==> config.mk <==
export PLATFORM = sky130hd
export DESIGN_NAME = pacl_ctrl
export DESIGN_NICKNAME = d
export VERILOG_FILES = /design/src/rtl/core/pacl_pkg.sv /design/src/rtl/core/pacl_ctrl.sv
export SDC_FILE = /design/constraint.sdc
export NUM_CORES = 1
export LEC_CHECK = 0
export BUFFER_PORTS_ARGS = -buffer_cell sky130_fd_sc_hd__buf_4
export CAP_MARGIN = 20
export CORE_AREA = 2 2 120 122
export DETAILED_ROUTE_END_ITERATION = 10
export DIE_AREA = 0 0 122 124
export HOLD_SLACK_MARGIN = 0.03
export PLACE_DENSITY = 0.59
export SYNTH_ARGS = -nofsm -noshare
export SYNTH_HDL_FRONTEND = slang
export SYNTH_SLANG_ARGS = --single-unit
==> constraint.sdc <==
create_clock -name i_clk -period 1.8 [get_ports i_clk]
set_input_delay 0.09 -clock i_clk [delete_from_list [all_inputs] [get_ports i_clk]]
set_output_delay 0.09 -clock i_clk [all_outputs]
set_load 0.01 [all_outputs]
==> src/rtl/core/pacl_pkg.sv <==
// ----------------------------------------------------------------------------
// pacl_pkg
// Shared types and constants for the packet access control list filter:
// command and result payloads, op codes, result codes and the token that
// walks the rule cell chain.
// ----------------------------------------------------------------------------
package pacl_pkg;

    // default number of rule entries per table
    localparam int RULE_DEPTH_DEF = 64;

    // protocol numbers that make the port rules apply
    localparam logic [7:0] PROTO_TCP = 8'd6;
    localparam logic [7:0] PROTO_UDP = 8'd17;

    // command op codes
    typedef enum logic [2:0] {
        OP_CHECK    = 3'd0,
        OP_ADD_ADDR = 3'd1,
        OP_ADD_PORT = 3'd2,
        OP_DEL_ADDR = 3'd3,
        OP_DEL_PORT = 3'd4
    } t_pacl_op;

    // drop causes
    typedef enum logic [1:0] {
        CAUSE_NONE = 2'd0,
        CAUSE_ADDR = 2'd1,
        CAUSE_TCP  = 2'd2,
        CAUSE_UDP  = 2'd3
    } t_pacl_cause;

    // command status codes
    typedef enum logic [1:0] {
        ST_DONE = 2'd0,
        ST_FULL = 2'd1,
        ST_MISS = 2'd2
    } t_pacl_status;

    // command payload
    typedef struct packed {
        logic [2:0]  op;
        logic [31:0] address;
        logic [7:0]  protocol;
        logic [15:0] port;
    } t_pacl_in;

    // result payload
    typedef struct packed {
        logic       drop;
        logic [1:0] drop_cause;
        logic [1:0] status;
    } t_pacl_out;

    // token handed from cell to cell, one cell per cycle
    typedef struct packed {
        logic        valid;
        logic [2:0]  op;
        logic [31:0] addr;
        logic [7:0]  proto;
        logic [15:0] port;
        logic        full;     // add to a full table, cells leave entries alone
        logic [31:0] c_addr;   // address value being pushed down on insert
        logic [15:0] c_port;   // port value being pushed down on insert
        logic        hit_addr; // address match seen (check) or removed (delete)
        logic        hit_port; // port match seen (check) or removed (delete)
    } t_pacl_tok;

endpackage

==> src/rtl/core/pacl_ctrl.sv <==
// ----------------------------------------------------------------------------
// pacl_ctrl
// Command control: launches a token into the cell chain, keeps the fill
// counts of both tables and turns the returning token into a result.
// ----------------------------------------------------------------------------
module pacl_ctrl
    import pacl_pkg::*;
#(
    parameter int RULE_DEPTH = RULE_DEPTH_DEF,
    localparam int FW        = $clog2(RULE_DEPTH + 1)
) (
    input  logic            i_clk,
    input  logic            i_rst_n,
    input  logic            i_start,
    input  t_pacl_in        i_cmd,
    input  t_pacl_tok       i_tail,
    output logic            o_busy,
    output t_pacl_tok       o_head,
    output logic [FW-1:0]   o_addr_fill,
    output logic [FW-1:0]   o_port_fill,
    output logic            o_valid,
    output t_pacl_out       o_res
);

    localparam logic [FW-1:0] FILL_MAX = FW'(RULE_DEPTH);

    logic            r_busy, n_busy;
    logic [FW-1:0]   r_addr_fill, n_addr_fill;
    logic [FW-1:0]   r_port_fill, n_port_fill;
    logic            r_valid, n_valid;
    t_pacl_out       r_res, n_res;
    logic            w_l4;

    // token launched on a transfer
    always_comb begin
        o_head          = '0;
        o_head.valid    = i_start && !r_busy;
        o_head.op       = i_cmd.op;
        o_head.addr     = i_cmd.address;
        o_head.proto    = i_cmd.protocol;
        o_head.port     = i_cmd.port;
        o_head.c_addr   = i_cmd.address;
        o_head.c_port   = i_cmd.port;
        o_head.full     = ((t_pacl_op'(i_cmd.op) == OP_ADD_ADDR) && (r_addr_fill == FILL_MAX))
                       || ((t_pacl_op'(i_cmd.op) == OP_ADD_PORT) && (r_port_fill == FILL_MAX));
    end

    assign w_l4 = (i_tail.proto == PROTO_TCP) || (i_tail.proto == PROTO_UDP);

    // result and fill update when the token leaves the last cell
    always_comb begin
        n_busy      = r_busy;
        n_addr_fill = r_addr_fill;
        n_port_fill = r_port_fill;
        n_valid     = 1'b0;
        n_res       = '0;
        if (o_head.valid) begin
            n_busy = 1'b1;
        end
        if (i_tail.valid) begin
            n_busy  = 1'b0;
            n_valid = 1'b1;
            unique case (t_pacl_op'(i_tail.op))
                OP_CHECK: begin
                    if (i_tail.hit_addr) begin
                        n_res.drop       = 1'b1;
                        n_res.drop_cause = CAUSE_ADDR;
                    end else if (i_tail.hit_port && w_l4) begin
                        n_res.drop       = 1'b1;
                        n_res.drop_cause = (i_tail.proto == PROTO_TCP) ? CAUSE_TCP
                                                                        : CAUSE_UDP;
                    end
                end
                OP_ADD_ADDR: begin
                    if (i_tail.full) begin
                        n_res.status = ST_FULL;
                    end else begin
                        n_addr_fill = r_addr_fill + 1'b1;
                    end
                end
                OP_ADD_PORT: begin
                    if (i_tail.full) begin
                        n_res.status = ST_FULL;
                    end else begin
                        n_port_fill = r_port_fill + 1'b1;
                    end
                end
                OP_DEL_ADDR: begin
                    if (i_tail.hit_addr) begin
                        n_addr_fill = r_addr_fill - 1'b1;
                    end else begin
                        n_res.status = ST_MISS;
                    end
                end
                OP_DEL_PORT: begin
                    if (i_tail.hit_port) begin
                        n_port_fill = r_port_fill - 1'b1;
                    end else begin
                        n_res.status = ST_MISS;
                    end
                end
                default: begin
                    n_res = '0;
                end
            endcase
        end
    end

    // control state
    always_ff @(posedge i_clk) begin
        if (!i_rst_n) begin
            r_busy      <= 1'b0;
            r_addr_fill <= '0;
            r_port_fill <= '0;
            r_valid     <= 1'b0;
        end else begin
            r_busy      <= n_busy;
            r_addr_fill <= n_addr_fill;
            r_port_fill <= n_port_fill;
            r_valid     <= n_valid;
        end
    end

    // result payload
    always_ff @(posedge i_clk) begin
        r_res <= n_res;
    end

    assign o_busy      = r_busy;
    assign o_addr_fill = r_addr_fill;
    assign o_port_fill = r_port_fill;
    assign o_valid     = r_valid;
    assign o_res       = r_res;

endmodule

==> impl_metrics.env, run 1 <==
export IMPL_status="finished with violations"
export IMPL_violations="setup timing"
export IMPL_n_antenna_cell=0
export IMPL_skew_ns=0.00261
export IMPL_fin_nets=403
export IMPL_synth_edf_count=0
export IMPL_slew_violations=0
export IMPL_crit_type="flip-flop to output port"
export IMPL_drtIter0Drc=92
export IMPL_cts_max_level=1
export IMPL_clkTransAtPathRegs_ns=0.06
export IMPL_synth_seq_cells=21
export IMPL_grt_pass1_wl_um=7970
export IMPL_synth_top_area_cell="buf_4"
export IMPL_drt_total_wl_um=5450
export IMPL_cap_violations=0
export IMPL_clock_sinks=21
export IMPL_die_h_um=124
export IMPL_insertion_delay_ns=0.25
export IMPL_first_pass_iters=4
export IMPL_crit_buf_inv=2
export IMPL_track_usage=0.0680
export IMPL_met1_length_um=1960
export IMPL_route_vias_total=1518
export IMPL_fin_ws_ns=-0.0209
export IMPL_topRoutingLayerUsed="met4"
export IMPL_grt_ovfl_total=0
export IMPL_syn2layout_area_growth_pct=-2.25
export IMPL_synth_async_reset_ratio=0
export IMPL_ant_nets=0
export IMPL_syn_area_um2=2220
export IMPL_peakVddDrop_mv=0.301
export IMPL_drc=0
export IMPL_path_max_fanout=2
export IMPL_cpPeakStageDelay_ns=0.55
export IMPL_wl_per_cell_um=13.6
export IMPL_std_cell_rows=43
export IMPL_viasPerCell=3.78
export IMPL_yosys_cell_types_count=55
export IMPL_wl_met2_um=2260
export IMPL_hold_viol=0
export IMPL_avgSynthCellArea_um2=8.20
export IMPL_grt_max_degree=22
export IMPL_setup_viol=1
export IMPL_hold_class="input pin to flip-flop"
export IMPL_crit_path_end_kind="output port"
export IMPL_cp_required_ns=1.71
export IMPL_yosys_warnings=0
export IMPL_met3_length_um=957
export IMPL_cts_setup_buffers=0
export IMPL_hold_ws_ns=0.0506
export IMPL_io_buffers=46
export IMPL_antenna_found_initial=0
export IMPL_p_leak_nw=0.869
export IMPL_rsz0062_at_grt="true"
export IMPL_cts_buffer_depth=2
export IMPL_crit_chain="or4_4 -> buf_6 -> nor2_4 -> nand4_1 -> a21oi_2 -> buf_4"
export IMPL_postCtsHoldBufs=0
export IMPL_powerDensity_nw_per_um2=536
export IMPL_cts_made_buffers=3
export IMPL_gp_congestion=0.816
export IMPL_grt_pass1_vias=1439
export IMPL_period_share=1.01
export IMPL_min_period_ns=1.82
export IMPL_drive_gt1_frac=0.365
export IMPL_netlist_area_leader_share=0.368
export IMPL_syn_inst=271
export IMPL_boundaryPins=305
export IMPL_start_util=0.162
export IMPL_root_buffer="clkbuf_16"
export IMPL_yosysSeqAreaShare=0.189
export IMPL_hpwl_um=4460
export IMPL_place_ws_ns=-0.0455
export IMPL_dieArea_um2=15100
export IMPL_synth_area_leaders="buf_4 37%, dfxtp_1 19%, ha_1 3.4%, mux2i_1 2.7%, nand2_1 2.2%"
export IMPL_tightest_slew_ns=0.511
export IMPL_critPathSlowestCell="or4_4"
export IMPL_max_slew_margin_rel=0.657
export IMPL_core_um2=13700
export IMPL_fin_setup_tns_ns=-0.0209
export IMPL_cts_tree="built"
export IMPL_die_w_um=122
export IMPL_fmax_mhz=549
export IMPL_startpoint_type="flip-flop"
export IMPL_synth_ff_type="dfxtp_1"
export IMPL_critPathTopFamily="simple AND/OR/NAND/NOR gates"
export IMPL_crit_arrival_ns=1.73
[metrics by stage]
step / util / cell area [µm²] / power [mW] / cells
final: 0.158 / 2170 / 1.16 / 402
after detailed placement: 0.150 / 2060 / 0.694 / 398
after floorplan: - / 2240 / 0.839 / 272
after global routing: 0.158 / 2170 / 1.22 / 402
after global placement: 0.150 / 2060 / 0.689 / 398
after CTS: 0.157 / 2150 / 1.18 / 402
[state kept, by name (all words and copies together) (netlist names)]
register,flops
o_res,5
o_valid,1
o_addr_fill,7
o_port_fill,7
o_busy,1
[power breakdown]
part           internal, mW  total (mW)  switching (mW)
combinational         0.102       0.200          0.0980
clock                 0.299       0.479           0.180
sequential            0.476       0.487          0.0109
total                 0.876        1.16           0.289
[path summary, 6_finish.rpt]
kind	to	depth (start not counted)	start	slack, ns
worst min-delay path	o_busy$_SDFFE_PP0P_	2	i_tail[110]	0.05
worst min register to register	o_port_fill[6]$_SDFFE_PN0P_	2	o_port_fill[6]$_SDFFE_PN0P_	0.51
worst max-delay path	o_head[50]	6	o_port_fill[4]$_SDFFE_PN0P_	-0.02
worst max register to register	o_port_fill[6]$_SDFFE_PN0P_	6	o_port_fill[1]$_SDFFE_PN0P_	0.09
[logic make-up after synthesis]
| group | after synthesis | synth area share |
|---|---|---|
| and+or+nand+nor | 79 | 0.218 |
| adders and majority gates | 7 | 0.0428 |
| muxes | 6 | 0.0270 |
| buffers and inverters | 120 | 0.394 |
| other | 1 | 0.00169 |
| DFF | 21 | 0.189 |
| AOI/OAI and AO/OA | 32 | 0.107 |
| xor gates and xnor gates | 5 | 0.0197 |
[worst reg2reg max path, stage by stage (launching register included)]
cell	delay (ns)
dfxtp_2	0.32
buf_4	0.15
xnor2_1	0.13
ha_2	0.20
or4_4	0.53
a21oi_4	0.14
mux2i_1	0.19
[area by class of cell]
type,count,area (µm²)
well taps,180,225
multi-input cells,131,965
fillers,1543,11500
clock buffers,3,75.1
repair buffers,61,462
flip-flops and latches,21,423
inverters,5,18.8
clock inverters,1,5.00
[repair_timing]
item | in CTS | in global routing
pin swaps | 2 | 3
endpoints found under the setup margin | 2 | 5
resized for setup | 3 | 7
[layout by cell type, fill, tap and decap left out, drive strengths merged, types with 3 or more instances in the layout]
cell	Yosys	routed
dfxtp	21	21
mux2i	6	6
buf	113	61
nor2	11	11
nor3	4	4
nand3	3	3
xnor2	3	3
and2	3	3
or4	3	3
ha	6	6
nand2b	5	5
a21oi	9	9
o21ai	4	4
or3	6	6
nor2b	6	6
nand4	7	7
clkbuf	2	3
nand2	13	13
inv	4	4
a211oi	5	5
[synth_stat cells (all sizes together), types with 5 or more instances]
| cell type | number |
|---|---|
| or3 | 6 |
| nand2b | 5 |
| nand4 | 7 |
| ha | 6 |
| buf | 113 |
| nor2b | 6 |
| a21oi | 9 |
| nand2 | 13 |
| mux2i | 6 |
| nor2 | 11 |
| dfxtp | 21 |
| a211oi | 5 |
[routing by layer]
metal / GRT usage / up-vias
li1: - / 725
met1: 0.0723 / 684
met2: 0.0995 / 74
met3: 0.0476 / 35
met4: 0.0381 / 0
met5: 0 / -
(Power assumes the default switching activity.)
==> inputs of run 2 (changes only) <==
- BUFFER_PORTS_ARGS: -buffer_cell sky130_fd_sc_hd__buf_4 -> not set
- CORE_AREA: 2 2 120 122 -> 2 2 119 121
- DIE_AREA: 0 0 122 124 -> 0 0 121 123
- DONT_BUFFER_PORTS: not set -> 1
- PLACE_DENSITY: 0.59 -> 0.4
- TNS_END_PERCENT: not set -> 100
==> impl_metrics.env, run 2 (synthesis gave the netlist of run 1 again) <==
export IMPL_status="complete, no violations"
export IMPL_fin_setup_tns_ns=0
export IMPL_mostFrequentLayoutCell="dfxtp_1"
export IMPL_crit_type="flip-flop to output port"
export IMPL_clkTransAtPathRegs_ns=0.06
export IMPL_period_share=0.961
export IMPL_cts_buffer_depth=2
export IMPL_startpoint_type="flip-flop"
export IMPL_core_um2=13600
export IMPL_place_ws_ns=0.0109
export IMPL_die_w_um=121
export IMPL_n_antenna_cell=0
export IMPL_track_usage=0.0695
export IMPL_root_buffer="clkbuf_16"
export IMPL_cts_max_level=1
export IMPL_die_h_um=123
export IMPL_viasPerCell=3.75
export IMPL_fin_nets=364
export IMPL_setup_viol=0
export IMPL_antenna_found_initial=0
export IMPL_path_max_fanout=2
export IMPL_multi_input_area_um2=983
export IMPL_min_period_ns=1.73
export IMPL_slew_violations=0
export IMPL_powerDensity_nw_per_um2=583
export IMPL_hold_viol=0
export IMPL_drive_gt1_frac=0.208
export IMPL_insertion_delay_ns=0.26
export IMPL_cpPeakStageDelay_ns=0.54
export IMPL_cts_made_buffers=3
export IMPL_rsz0062_at_grt="true"
export IMPL_critPathTopFamily="simple AND/OR/NAND/NOR gates"
export IMPL_route_vias_total=1363
export IMPL_stdcell_area_um2=1910
export IMPL_first_pass_iters=4
export IMPL_hold_class="input pin to flip-flop"
export IMPL_power_mw=1.11
export IMPL_drtIter0Drc=61
export IMPL_cp_required_ns=1.71
export IMPL_grt_max_degree=14
export IMPL_placed_area_um2=1730
export IMPL_start_util=0.163
export IMPL_hold_ws_ns=0.0429
export IMPL_p_leak_nw=0.681
export IMPL_syn2layout_area_growth_pct=-14.0
export IMPL_grt_pass1_wl_um=7970
export IMPL_gp_congestion=0.744
export IMPL_crit_chain="or4_4 -> buf_6 -> nor2_4 -> nand4_1 -> a21oi_2"
export IMPL_peakVddDrop_mv=0.341
export IMPL_cap_violations=0
export IMPL_crit_buf_inv=1
export IMPL_hpwl_um=4200
export IMPL_max_slew_margin_rel=0.615
export IMPL_fillers=1538
export IMPL_dieArea_um2=14900
export IMPL_ant_nets=0
export IMPL_cts_setup_buffers=0
export IMPL_cts_tree="built"
export IMPL_crit_arrival_ns=1.64
export IMPL_dp_cells=354
export IMPL_crit_path_end_kind="output port"
export IMPL_fin_cells=363
export IMPL_std_cell_rows=43
export IMPL_fmax_mhz=578
export IMPL_boundaryPins=305
export IMPL_mostFrequentLayoutCells="19 x dfxtp_1, 16 x buf_4, 13 x nand2_1"
export IMPL_io_buffers=0
export IMPL_drc=0
export IMPL_drt_total_wl_um=5360
export IMPL_finish_utilization=0.140
export IMPL_grt_pass1_vias=1400
export IMPL_register_area_um2=423
export IMPL_fin_ws_ns=0.0708
export IMPL_clock_sinks=21
export IMPL_wl_per_cell_um=14.8
export IMPL_critPathSlowestCell="or4_4"
export IMPL_grt_ovfl_total=0
export IMPL_tightest_slew_ns=0.576
export IMPL_skew_ns=0.00446
==> run 2: worst paths after layout <==
| path | from | end | slack (ns) | depth (start not counted) |
|---|---|---|---|---|
| worst min register to register | o_port_fill[6]$_SDFFE_PN0P_ | o_port_fill[6]$_SDFFE_PN0P_ | 0.55 | 2 |
| worst min-delay path | i_tail[109] | o_res[4]$_SDFF_PN0_ | 0.04 | 2 |
| worst max-delay path | o_port_fill[4]$_SDFFE_PN0P_ | o_head[50] | 0.07 | 5 |
| worst max register to register | o_port_fill[1]$_SDFFE_PN0P_ | o_port_fill[6]$_SDFFE_PN0P_ | 0.08 | 6 |
==> run 2: area by class of cell <==
type	count	area share
clock buffer	3	0.0393
tap	180	0.118
sequential	21	0.221
timing repair buffer	22	0.0949
clock inverter	1	0.00262
inverter	5	0.00982
multi-input combinational	131	0.514
==> run 2: report_power, final <==
part	switching (mW)	leakage [nW]	internal (mW)	total (mW)
Combinational	0.0746	0.469	0.0658	0.140
Sequential	0.0113	0.171	0.476	0.487
Clock	0.188	0.0409	0.299	0.487
==> run 2: what timing repair did <==
action	CTS	global route
gates resized for setup	4	7
pin swaps	4	4
hold buffers	5	0
endpoints found under the setup margin	2	5
endpoints found under the hold margin	12	0
==> run 2: metal layers <==
layer	vias to the layer above	routed length [µm]	global-route usage
li1	644	-	-
met1	618	1900	0.0684
met2	59	2250	0.107
met3	42	940	0.0494
met4	0	266	0.0407
met5	-	0	0
