[config.mk]
export PLATFORM = sky130hd
export DESIGN_NAME = pacl_cell
export DESIGN_NICKNAME = d
export VERILOG_FILES = /design/src/rtl/core/pacl_pkg.sv /design/src/rtl/core/pacl_cell.sv
export SDC_FILE = /design/constraint.sdc
export NUM_CORES = 1
export LEC_CHECK = 0
export CORE_AREA = 2 2 129 131
export CTS_CLUSTER_SIZE = 14
export DETAILED_ROUTE_END_ITERATION = 7
export DIE_AREA = 0 0 131 133
export DONT_BUFFER_PORTS = 1
export GPL_ROUTABILITY_DRIVEN = 0
export PLACE_DENSITY = 0.58
export SLEW_MARGIN = 10
export SYNTH_ARGS = -nofsm -noshare
export SYNTH_HDL_FRONTEND = slang
export SYNTH_SLANG_ARGS = --single-unit
export TNS_END_PERCENT = 10
[constraint.sdc]
create_clock -name i_clk -period 2.75 [get_ports i_clk]
set_clock_uncertainty 0.05 [all_clocks]
set_input_delay 0.4125 -clock i_clk [delete_from_list [all_inputs] [get_ports i_clk]]
set_output_delay 0.4125 -clock i_clk [all_outputs]
set_load 0.1 [all_outputs]
[src/rtl/core/pacl_pkg.sv]
// ----------------------------------------------------------------------------
// pacl_pkg
// Shared types and constants for the packet access control list filter:
// command and result payloads, op codes, result codes and the token that
// walks the rule cell chain.
// ----------------------------------------------------------------------------
package pacl_pkg;

    // default number of rule entries per table
    localparam int RULE_DEPTH_DEF = 64;

    // protocol numbers that make the port rules apply
    localparam logic [7:0] PROTO_TCP = 8'd6;
    localparam logic [7:0] PROTO_UDP = 8'd17;

    // command op codes
    typedef enum logic [2:0] {
        OP_CHECK    = 3'd0,
        OP_ADD_ADDR = 3'd1,
        OP_ADD_PORT = 3'd2,
        OP_DEL_ADDR = 3'd3,
        OP_DEL_PORT = 3'd4
    } t_pacl_op;

    // drop causes
    typedef enum logic [1:0] {
        CAUSE_NONE = 2'd0,
        CAUSE_ADDR = 2'd1,
        CAUSE_TCP  = 2'd2,
        CAUSE_UDP  = 2'd3
    } t_pacl_cause;

    // command status codes
    typedef enum logic [1:0] {
        ST_DONE = 2'd0,
        ST_FULL = 2'd1,
        ST_MISS = 2'd2
    } t_pacl_status;

    // command payload
    typedef struct packed {
        logic [2:0]  op;
        logic [31:0] address;
        logic [7:0]  protocol;
        logic [15:0] port;
    } t_pacl_in;

    // result payload
    typedef struct packed {
        logic       drop;
        logic [1:0] drop_cause;
        logic [1:0] status;
    } t_pacl_out;

    // token handed from cell to cell, one cell per cycle
    typedef struct packed {
        logic        valid;
        logic [2:0]  op;
        logic [31:0] addr;
        logic [7:0]  proto;
        logic [15:0] port;
        logic        full;     // add to a full table, cells leave entries alone
        logic [31:0] c_addr;   // address value being pushed down on insert
        logic [15:0] c_port;   // port value being pushed down on insert
        logic        hit_addr; // address match seen (check) or removed (delete)
        logic        hit_port; // port match seen (check) or removed (delete)
    } t_pacl_tok;

endpackage

[src/rtl/core/pacl_cell.sv]
// ----------------------------------------------------------------------------
// pacl_cell
// One rule cell: holds one address rule and one port rule, compares them
// against the passing token, inserts by pushing its entry to the next cell
// and deletes by taking over the entry of the next cell.
// ----------------------------------------------------------------------------
module pacl_cell
    import pacl_pkg::*;
#(
    parameter int RULE_DEPTH = RULE_DEPTH_DEF,
    parameter int CELL_IDX   = 0,
    localparam int FW        = $clog2(RULE_DEPTH + 1)
) (
    input  logic            i_clk,
    input  logic            i_rst_n,
    input  t_pacl_tok       i_tok,
    input  logic [FW-1:0]   i_addr_fill,
    input  logic [FW-1:0]   i_port_fill,
    input  logic [31:0]     i_nxt_addr,
    input  logic [15:0]     i_nxt_port,
    output t_pacl_tok       o_tok,
    output logic [31:0]     o_addr,
    output logic [15:0]     o_port
);

    logic [31:0] r_addr, n_addr;
    logic [15:0] r_port, n_port;
    t_pacl_tok   r_tok, n_tok;
    logic        w_addr_ok, w_port_ok;
    logic        w_match_a, w_match_p;

    // entry is live only below the fill count
    assign w_addr_ok = FW'(CELL_IDX) < i_addr_fill;
    assign w_port_ok = FW'(CELL_IDX) < i_port_fill;
    assign w_match_a = w_addr_ok && (r_addr == i_tok.addr);
    assign w_match_p = w_port_ok && (r_port == i_tok.port);

    // token processing and entry updates
    always_comb begin
        n_addr = r_addr;
        n_port = r_port;
        n_tok  = i_tok;
        if (i_tok.valid) begin
            unique case (t_pacl_op'(i_tok.op))
                OP_CHECK: begin
                    n_tok.hit_addr = i_tok.hit_addr | w_match_a;
                    n_tok.hit_port = i_tok.hit_port | w_match_p;
                end
                OP_ADD_ADDR: begin
                    if (!i_tok.full) begin
                        n_addr       = i_tok.c_addr;
                        n_tok.c_addr = r_addr;
                    end
                end
                OP_ADD_PORT: begin
                    if (!i_tok.full) begin
                        n_port       = i_tok.c_port;
                        n_tok.c_port = r_port;
                    end
                end
                OP_DEL_ADDR: begin
                    if (i_tok.hit_addr || w_match_a) begin
                        n_addr         = i_nxt_addr;
                        n_tok.hit_addr = 1'b1;
                    end
                end
                OP_DEL_PORT: begin
                    if (i_tok.hit_port || w_match_p) begin
                        n_port         = i_nxt_port;
                        n_tok.hit_port = 1'b1;
                    end
                end
                default: begin
                    n_tok = i_tok;
                end
            endcase
        end
    end

    // rule entries, no reset needed
    always_ff @(posedge i_clk) begin
        r_addr <= n_addr;
        r_port <= n_port;
    end

    // token stage, only the valid flag is control state
    always_ff @(posedge i_clk) begin
        if (!i_rst_n) begin
            r_tok.valid <= 1'b0;
        end else begin
            r_tok.valid <= n_tok.valid;
        end
        r_tok.op       <= n_tok.op;
        r_tok.addr     <= n_tok.addr;
        r_tok.proto    <= n_tok.proto;
        r_tok.port     <= n_tok.port;
        r_tok.full     <= n_tok.full;
        r_tok.c_addr   <= n_tok.c_addr;
        r_tok.c_port   <= n_tok.c_port;
        r_tok.hit_addr <= n_tok.hit_addr;
        r_tok.hit_port <= n_tok.hit_port;
    end

    assign o_tok  = r_tok;
    assign o_addr = r_addr;
    assign o_port = r_port;

endmodule

==> results.sh, run 1 <==
export IMPL_cts_tree="yes"
export IMPL_tightest_slew_ns=0.9985
export IMPL_clkSinkCount=159
export IMPL_die_w_um=131
export IMPL_post_cts_buffers=0
export IMPL_syn_cell_area_um2=5563
export IMPL_reg2reg_from="o_addr[14]"
export IMPL_critical_path_class="reg -> reg"
export IMPL_synth_common_cells="111 x dfxtp_1, 96 x mux2_2, 48 x edfxtp_1"
export IMPL_fp_dieH_um=133
export IMPL_synthSimpleGateAreaFrac=0.04453
export IMPL_grt_max_degree=33
export IMPL_drv_cap=0
export IMPL_synthAdderAreaFrac=0
export IMPL_grt_first_pass_wirelength_um=21040
export IMPL_nNetsFinal=656
export IMPL_synth_area_per_cell_um2=15.76
export IMPL_dr_total_vias=3330
export IMPL_ios=334
export IMPL_synth_async_reset_ratio=0
export IMPL_clock_path_buffers=2
export IMPL_synth_flop_cell="dfxtp_1"
export IMPL_numCtsBuffers=17
export IMPL_n_antenna_cell=0
export IMPL_p_leak_uw=0.002883
export IMPL_period_needed_ns=2.343
export IMPL_hpwl_um=11050
export IMPL_powerDensity_nw_per_um2=824.3
export IMPL_synth_top_area_share=0.3995
export IMPL_finalSetupViolCount=0
export IMPL_post_cts_resize_count=0
export IMPL_setup_worst_path_end="o_addr[15]"
export IMPL_htreeDepth=4
export IMPL_grt_pass1_vias=3850
export IMPL_syn_to_final_growth_pct=32.84
export IMPL_crit_fanout=32
export IMPL_power_uw=6091
export IMPL_synthMuxAreaShare=0.1943
export IMPL_port_buffer_count=0
export IMPL_p_comb_frac=0.087
export IMPL_start_util=0.3440
export IMPL_synth_distinct_cells=31
export IMPL_cp_data_required_time_ns=2.81
export IMPL_slew_violations=0
export IMPL_vias_per_cell=4.664
export IMPL_hold_viol=0
export IMPL_clockPowerShare=0.380
export IMPL_rsz0062_at_grt="false"
export IMPL_arrival_ns=2.41
export IMPL_p_int_uw=4035
export IMPL_fin_crit_sh=0.8521
export IMPL_r2r_end="o_addr[15]"
export IMPL_crit_path_start_kind="register"
export IMPL_antenna_left=0
export IMPL_clk_latency_ns=0.43
export IMPL_clk_pin_slew_ns=0.07
export IMPL_cts_hold_fix_buffers=60
export IMPL_yosys_cell_count_top_type="dfxtp_1"
export IMPL_syn_inst=353
export IMPL_max_stage_delay_ns=0.43
export IMPL_synth_xor_area_frac=0.07557
export IMPL_outcome="complete, no violations"
export IMPL_drc=0
export IMPL_first_iter_violations=58
export IMPL_grt_ovfl_total=0
export IMPL_rows=47
export IMPL_path_buf_inv=1
export IMPL_peakVddDrop_v=0.0004529
export IMPL_synth_area_leaders="dfxtp_1 40%, edfxtp_1 26%, mux2_2 19%"
export IMPL_cp_cell_sequence="xor2_1 -> nor4_1 -> nand4_1 -> nor4_2 -> a21o_1 -> buf_12"
export IMPL_core_area_um2=16170
export IMPL_worst_path_stages=6
export IMPL_fmax_mhz=426.8
export IMPL_swShare=0.3375
export IMPL_post_synth_top_area_cell="dfxtp_1"
export IMPL_synth_edf_count=48
export IMPL_stdcell_count=714
export IMPL_syn_nets=528
export IMPL_synth_compound_area_frac=0.01282
export IMPL_crit_slowest_cell="nor4_1"
export IMPL_post_drt_wl_per_cell_um=21.02
export IMPL_ff2ff_path_depth=6
export IMPL_crit_path_end_kind="register"
export IMPL_firstDrtPassIters=4
export IMPL_p_sw_uw=2056
export IMPL_drive_above_1_share=0.3968
export IMPL_synth_top_family_by_area="multiplexers"
export IMPL_p_seq_frac=0.533
export IMPL_yosysWarnings=0
export IMPL_placedCellCount=622
export IMPL_reg2reg_slack_ns=0.41
export IMPL_crit_family="simple AND/OR/NAND/NOR gates"
export IMPL_crit_start="o_addr[14]"
export IMPL_antenna_found_initial=0
export IMPL_root_buffer="clkbuf_16"
export IMPL_hold_path_class="in -> reg"
export IMPL_fp_dieArea_um2=17420
export IMPL_synth_seq_cells=159
export IMPL_hp_start="i_tok[1]"
export IMPL_ys_seq_area_frac=0.6586
export IMPL_max_slew_margin_rel=0.3334
export IMPL_wl_um=15010
export IMPL_track_usage=0.1654
[sequential cells by signal (all words and copies together) (netlist names)]
register and cells:
o_addr 32, o_tok 111, o_port 16
[placed cells by master (no fill, tap or decap), types with 2 or more instances in the layout]
cell type	n
a21oi_1	2
buf_4	56
clkbuf_16	17
clkinv_4	2
dfxtp_1	111
dlygate4sd3_1	60
edfxtp_1	48
inv_1	3
inv_6	6
inv_8	3
mux2_2	96
nand2_1	3
nand3b_4	2
nand4_1	5
nor4_1	8
nor4_2	2
xnor2_1	16
xor2_1	32
[power by group through the flow]
stage	combinational (uW)	clock [uW]	sequential (uW)
final	528	2310	3250
after global routing	554	2450	3260
after CTS	532	2360	3250
after detailed placement	461	0	3300
after global placement	457	0	3300
after floorplan	172	0	3480
[logic make-up (layout without fill, tap and decap cells)]
group           after synthesis  count (layout)
flops                       159             159
mux                          96              96
xor+xnor                     48              48
simple gates                 30              30
buf+inv                      11             152
compound gates                9               9
[worst min-delay path by stage]
stage / cells after the start / to / slack, ns
2_1_floorplan: 0 / o_tok[100] / 0.39
3_3_place_gp: 0 / o_tok[70] / 0.39
3_5_place_dp: 0 / o_tok[67] / 0.39
4_1_cts: 1 / o_tok[1] / 0.03
5_1_grt: 1 / o_tok[1] / 0.03
6_report: 1 / o_tok[1] / 0.04
[per-layer routing]
layer	vias to the layer above	track usage	routed length (um)
li1	1524	-	-
met1	1561	0.1637	5296
met2	232	0.3083	8034
met3	13	0.06955	1503
met4	0	0.04905	173
met5	-	0	0
[stage by stage]
stage          hold WS [ns]    util  TNS (ns)  area (um2)  setup slack (ns)
5_1_grt             0.03295  0.4569         0        7390            0.1606
4_1_cts             0.02930  0.4569         0        7390            0.2665
3_5_place_dp         0.3903  0.3843         0        6215            0.2827
3_3_place_gp         0.3903  0.3843         0        6215            0.3177
2_1_floorplan        0.3902       -    -3.773        5567           -0.1179
6_report            0.04338  0.4569         0        7390            0.4067
[cell type report]
cell class              instances  area, um2
fillers                      1471       8782
repair buffers                117       1041
flip-flops and latches        159       3664
well taps                     220      275.3
inverters                       3      11.26
clock inverters                14      145.1
clock buffers                  18      429.2
multi-input cells             183       1824
[worst reg2reg max path: cells and delay by family, from the launching register on]
kind	cells	cell delay, ns
AND/OR/NAND/NOR	3	0.96
AO/OA/AOI/OAI	1	0.21
XOR/XNOR	1	0.17
buffers and inverters	1	0.21
flip-flops	1	0.40
Power figures use the tool's default switching activity.
==> inputs of run 2 (changes only) <==
--- a/config.mk
+++ b/config.mk
@@ -6,6 +6,7 @@
 export NUM_CORES = 1
 export LEC_CHECK = 0
 export CORE_AREA = 2 2 129 131
+export CTS_BUF_LIST = sky130_fd_sc_hd__clkbuf_16
 export CTS_CLUSTER_SIZE = 14
 export DETAILED_ROUTE_END_ITERATION = 7
 export DIE_AREA = 0 0 131 133
==> run 2 against run 1 <==
  * Count of clock-buffer cells in the layout shrank 1
  * Cell area is the same
  * Flip-flop and latch count is the same
  * Global-route usage is the same
  * Power is essentially flat
  * Worst setup slack gained 0.0011 ns
  * Critical path depth is the same
  * Final cell count is the same
  * Critical path type unchanged
==> results.sh, run 2 (synthesis results as in run 1) <==
export IMPL_outcome="complete, no violations"
export IMPL_critical_path_class="reg -> reg"
export IMPL_multi_input_area_um2=1824
export IMPL_clkSinkCount=159
export IMPL_root_buffer="clkbuf_16"
export IMPL_start_util=0.3440
export IMPL_placed_area_um2=6215
export IMPL_fp_dieH_um=133
export IMPL_first_iter_violations=56
export IMPL_grt_max_degree=33
export IMPL_cts_hold_fix_buffers=60
export IMPL_vias_per_cell=4.662
export IMPL_nNetsFinal=656
export IMPL_antenna_found_initial=0
export IMPL_clk_pin_slew_ns=0.07
export IMPL_antenna_left=0
export IMPL_final_common_cell="dfxtp_1"
export IMPL_finalSetupViolCount=0
export IMPL_hpwl_um=11050
export IMPL_crit_fanout=32
export IMPL_max_slew_margin_rel=0.3334
export IMPL_port_buffer_count=0
export IMPL_final_area_um2=7390
export IMPL_fin_crit_sh=0.8517
export IMPL_cts_tree="yes"
export IMPL_track_usage=0.1654
export IMPL_firstDrtPassIters=4
export IMPL_fillers=1471
export IMPL_grt_first_pass_wirelength_um=21040
export IMPL_register_area_um2=3664
export IMPL_grt_pass1_vias=3850
export IMPL_tightest_slew_ns=0.9985
export IMPL_post_cts_buffers=0
export IMPL_numCtsBuffers=17
export IMPL_fp_dieArea_um2=17420
export IMPL_period_needed_ns=2.342
export IMPL_fmax_mhz=427.0
export IMPL_clock_path_buffers=2
export IMPL_grt_ovfl_total=0
export IMPL_p_leak_uw=0.002887
export IMPL_post_drt_wl_per_cell_um=21.01
export IMPL_hold_path_class="in -> reg"
export IMPL_core_area_um2=16170
export IMPL_arrival_ns=2.41
export IMPL_largest_reg_flops=111
export IMPL_cp_data_required_time_ns=2.82
export IMPL_n_antenna_cell=0
export IMPL_drive_above_1_share=0.3968
export IMPL_htreeDepth=4
export IMPL_dr_total_vias=3329
export IMPL_crit_path_start_kind="register"
export IMPL_crit_path_end_kind="register"
export IMPL_rows=47
export IMPL_mostFrequentLayoutCells="111 x dfxtp_1, 96 x mux2_2, 60 x dlygate4sd3_1"
export IMPL_wl_um=15000
export IMPL_worst_slack_ns=0.4079
export IMPL_pre_cts_ws_ns=0.2827
export IMPL_slew_violations=0
export IMPL_powerDensity_nw_per_um2=823.7
export IMPL_post_cts_resize_count=0
export IMPL_rsz0062_at_grt="false"
export IMPL_drv_cap=0
export IMPL_drc=0
export IMPL_peakVddDrop_v=0.0004529
export IMPL_hold_viol=0
export IMPL_clk_latency_ns=0.43
export IMPL_die_w_um=131
export IMPL_syn_to_final_growth_pct=32.84
export IMPL_ios=334
==> run 2: cell types whose count changed in the layout (fill, tap and decap cells not counted) <==
cell / delta
inv_1: +1
clkbuf_1: -1
==> run 2: layer usage <==
layer,global-route usage,share of wire,up-vias
met1,0.1637,0.35,1562
li1,-,-,1524
met3,0.06955,0.10,13
met2,0.3083,0.54,230
met5,0,0,-
met4,0.04905,0.012,0
==> run 2: final cells by class <==
cell class	instances	area share
Sequential cell	159	0.4958
Multi-Input combinational cell	183	0.2469
Timing Repair Buffer	117	0.1409
Clock buffer	17	0.05757
Tap cell	220	0.03725
Clock inverter	15	0.02015
Inverter	3	0.001524
==> run 2: path summary, 6_finish.rpt <==
| check | slack (ns) | cells after the start | startpoint | endpoint |
|---|---|---|---|---|
| max reg2reg | 0.41 | 6 | o_addr[14] | o_addr[15] |
| min reg2reg | 0.71 | 4 | o_port[15] | o_tok[0] |
| min | 0.04 | 1 | i_tok[1] | o_tok[1] |
| max | 0.41 | 6 | o_addr[14] | o_addr[15] |
==> run 2: critical path, cell delays in order, from the launching register on <==
cell and delay (ns):
edfxtp_1 0.40, xor2_1 0.17, nor4_1 0.43, nand4_1 0.24
nor4_2 0.28, a21o_1 0.21, buf_12 0.21
==> run 2: power breakdown <==
group / total (uW) / leakage [uW] / internal, uW / switching (uW)
combinational: 528 / 0.00122 / 212 / 316
clock: 2310 / 0.000291 / 1280 / 1030
sequential: 3250 / 0.00137 / 2540 / 709
total: 6090 / 0.00289 / 4030 / 2060
==> run 2: through the flow <==
stage	utilization	total power [uW]	TNS, ns	instances	hold WS, ns
floorplan	-	3655	-3.773	353	0.3902
global placement	0.3843	3757	0	622	0.3903
detailed placement	0.3843	3761	0	622	0.3903
CTS	0.4569	6136	0	714	0.02930
global route	0.4569	6265	0	714	0.03295
finish	0.4569	6087	0	714	0.04289
==> inputs of run 3 (changes only) <==
--- a/config.mk
+++ b/config.mk
@@ -12,7 +12,6 @@
 export DIE_AREA = 0 0 131 133
 export DONT_BUFFER_PORTS = 1
 export GPL_ROUTABILITY_DRIVEN = 0
-export PLACE_DENSITY = 0.58
 export SLEW_MARGIN = 10
 export SYNTH_ARGS = -nofsm -noshare
 export SYNTH_HDL_FRONTEND = slang
==> run 3 against run 2 <==
  * Core utilization shrank 0.085 points
  * Power shrank 2.0%
  * Fmax rose by 0.48%
  * Sequential share of layout area grew 0.093 points
  * Worst hold slack improved by 0.0068 ns
  * Sequential power hardly changed
  * Critical endpoint is now o_addr[0]
==> results.sh, run 3 (synthesis results as in run 1) <==
export IMPL_p_sw_uw=1971
export IMPL_r2r_end="o_addr[0]"
export IMPL_root_buffer="clkbuf_16"
export IMPL_fillers=1425
export IMPL_tightest_slew_ns=0.9928
export IMPL_holdWs_ns=0.04970
export IMPL_reg2reg_slack_ns=0.42
export IMPL_drv_cap=0
export IMPL_slew_violations=0
export IMPL_hold_path_class="in -> reg"
export IMPL_clkSinkCount=159
export IMPL_p_leak_uw=0.002871
export IMPL_cp_data_required_time_ns=2.81
export IMPL_clockPowerShare=0.366
export IMPL_fmax_mhz=429.0
export IMPL_crit_path_end_kind="register"
export IMPL_port_buffer_count=0
export IMPL_p_seq_frac=0.541
export IMPL_die_w_um=131
export IMPL_wl_um=15370
export IMPL_fp_dieH_um=133
export IMPL_ios=334
export IMPL_hp_start="i_tok[1]"
export IMPL_fin_crit_sh=0.8477
export IMPL_powerDensity_nw_per_um2=808.7
export IMPL_crit_fanout=32
export IMPL_critical_path_class="reg -> reg"
export IMPL_swShare=0.3304
export IMPL_htreeDepth=4
export IMPL_peakVddDrop_v=0.0004060
export IMPL_track_usage=0.1726
export IMPL_rows=47
export IMPL_p_int_uw=3994
export IMPL_period_needed_ns=2.331
export IMPL_clk_latency_ns=0.42
export IMPL_ff2ff_path_depth=6
export IMPL_syn_to_final_growth_pct=32.59
export IMPL_firstDrtPassIters=4
export IMPL_outcome="complete, no violations"
export IMPL_start_util=0.3440
export IMPL_first_iter_violations=91
export IMPL_finalSetupViolCount=0
export IMPL_post_drt_wl_per_cell_um=21.47
export IMPL_drc=0
export IMPL_core_area_um2=16170
export IMPL_power_uw=5965
export IMPL_clk_pin_slew_ns=0.06
export IMPL_reg2reg_from="o_addr[14]"
export IMPL_largest_reg_flops=111
export IMPL_final_common_cell="dfxtp_1"
export IMPL_finalSetupTns_ns=0
export IMPL_max_slew_margin_rel=0.3372
export IMPL_placedCellCount=624
export IMPL_grt_first_pass_wirelength_um=21800
export IMPL_grt_pass1_vias=3868
export IMPL_fp_dieArea_um2=17420
export IMPL_hold_viol=0
export IMPL_cts_tree="yes"
export IMPL_min_to="o_tok[1]"
export IMPL_antenna_found_initial=1
export IMPL_vias_per_cell=4.677
export IMPL_grt_max_degree=33
export IMPL_post_cts_buffers=0
export IMPL_arrival_ns=2.39
export IMPL_nNetsFinal=658
export IMPL_crit_path_start_kind="register"
export IMPL_n_antenna_cell=0
export IMPL_p_comb_frac=0.093
export IMPL_grt_ovfl_total=0
export IMPL_hpwl_um=11030
export IMPL_hold_path_cell_count=1
export IMPL_mostFrequentLayoutCells="111 x dfxtp_1, 96 x mux2_2, 60 x dlygate4sd3_1"
export IMPL_stdcell_count=716
export IMPL_clock_path_buffers=2
export IMPL_numCtsBuffers=17
export IMPL_rsz0062_at_grt="false"
export IMPL_dr_total_vias=3349
export IMPL_drive_above_1_share=0.3911
export IMPL_antenna_left=0
## run 3: what timing repair did
action / in CTS / in global routing
hold buffers: 60 / 0
endpoints found under the hold margin: 60 / 0
endpoints found under the setup margin: 0 / 0
gates resized for setup: 0 / 0
## run 3: layer usage
metal | part of all wire | GRT usage
met1 | 0.36 | 0.1715
met2 | 0.52 | 0.3146
met3 | 0.10 | 0.07359
met4 | 0.012 | 0.06265
met5 | 0.0010 | 0
## run 3: critical path: stages, from the launching register on
cell	delay, ns
edfxtp_1	0.41
xor2_1	0.18
nor4_1	0.47
nand4_1	0.20
nor4_2	0.26
a21o_1	0.20
buf_12	0.21
## run 3: layout make-up
cell class	instances	area (um2)	share of cell area
Sequential cell	159	3664	0.4967
Inverter	3	11.26	0.001527
Tap cell	220	275.3	0.03732
Clock inverter	15	120.1	0.01628
Clock buffer	17	425.4	0.05768
Multi-Input combinational cell	183	1824	0.2473
Timing Repair Buffer	119	1056	0.1432
## run 3: power by group through the flow
| stage | sequential, uW | clock [uW] | combinational [uW] |
|---|---|---|---|
| floorplan | 3480 | 0 | 172 |
| global placement | 3280 | 0 | 486 |
| detailed placement | 3280 | 0 | 489 |
| CTS | 3230 | 2250 | 561 |
| global route | 3240 | 2350 | 584 |
| finish | 3230 | 2180 | 555 |
## run 3: stage by stage
step | instance area, um2 | setup WS (ns) | util
after CTS | 7376 | 0.2698 | 0.4561
after detailed placement | 6230 | 0.2864 | 0.3852
after global placement | 6230 | 0.3837 | 0.3852
after floorplan | 5567 | -0.1179 | -
final | 7376 | 0.4189 | 0.4561
after global routing | 7376 | 0.1668 | 0.4561
## run 3: worst max path at each step
| stage | from | end | slack, ns | cells past startpoint |
|---|---|---|---|---|
| after floorplan | o_addr[1] | o_addr[0] | -0.12 | 5 |
| after global placement | o_addr[14] | o_addr[13] | 0.38 | 6 |
| after detailed placement | o_addr[14] | o_addr[7] | 0.29 | 6 |
| after CTS | o_addr[14] | o_addr[3] | 0.27 | 6 |
| after global routing | o_addr[14] | o_addr[3] | 0.17 | 6 |
| final | o_addr[14] | o_addr[0] | 0.42 | 6 |
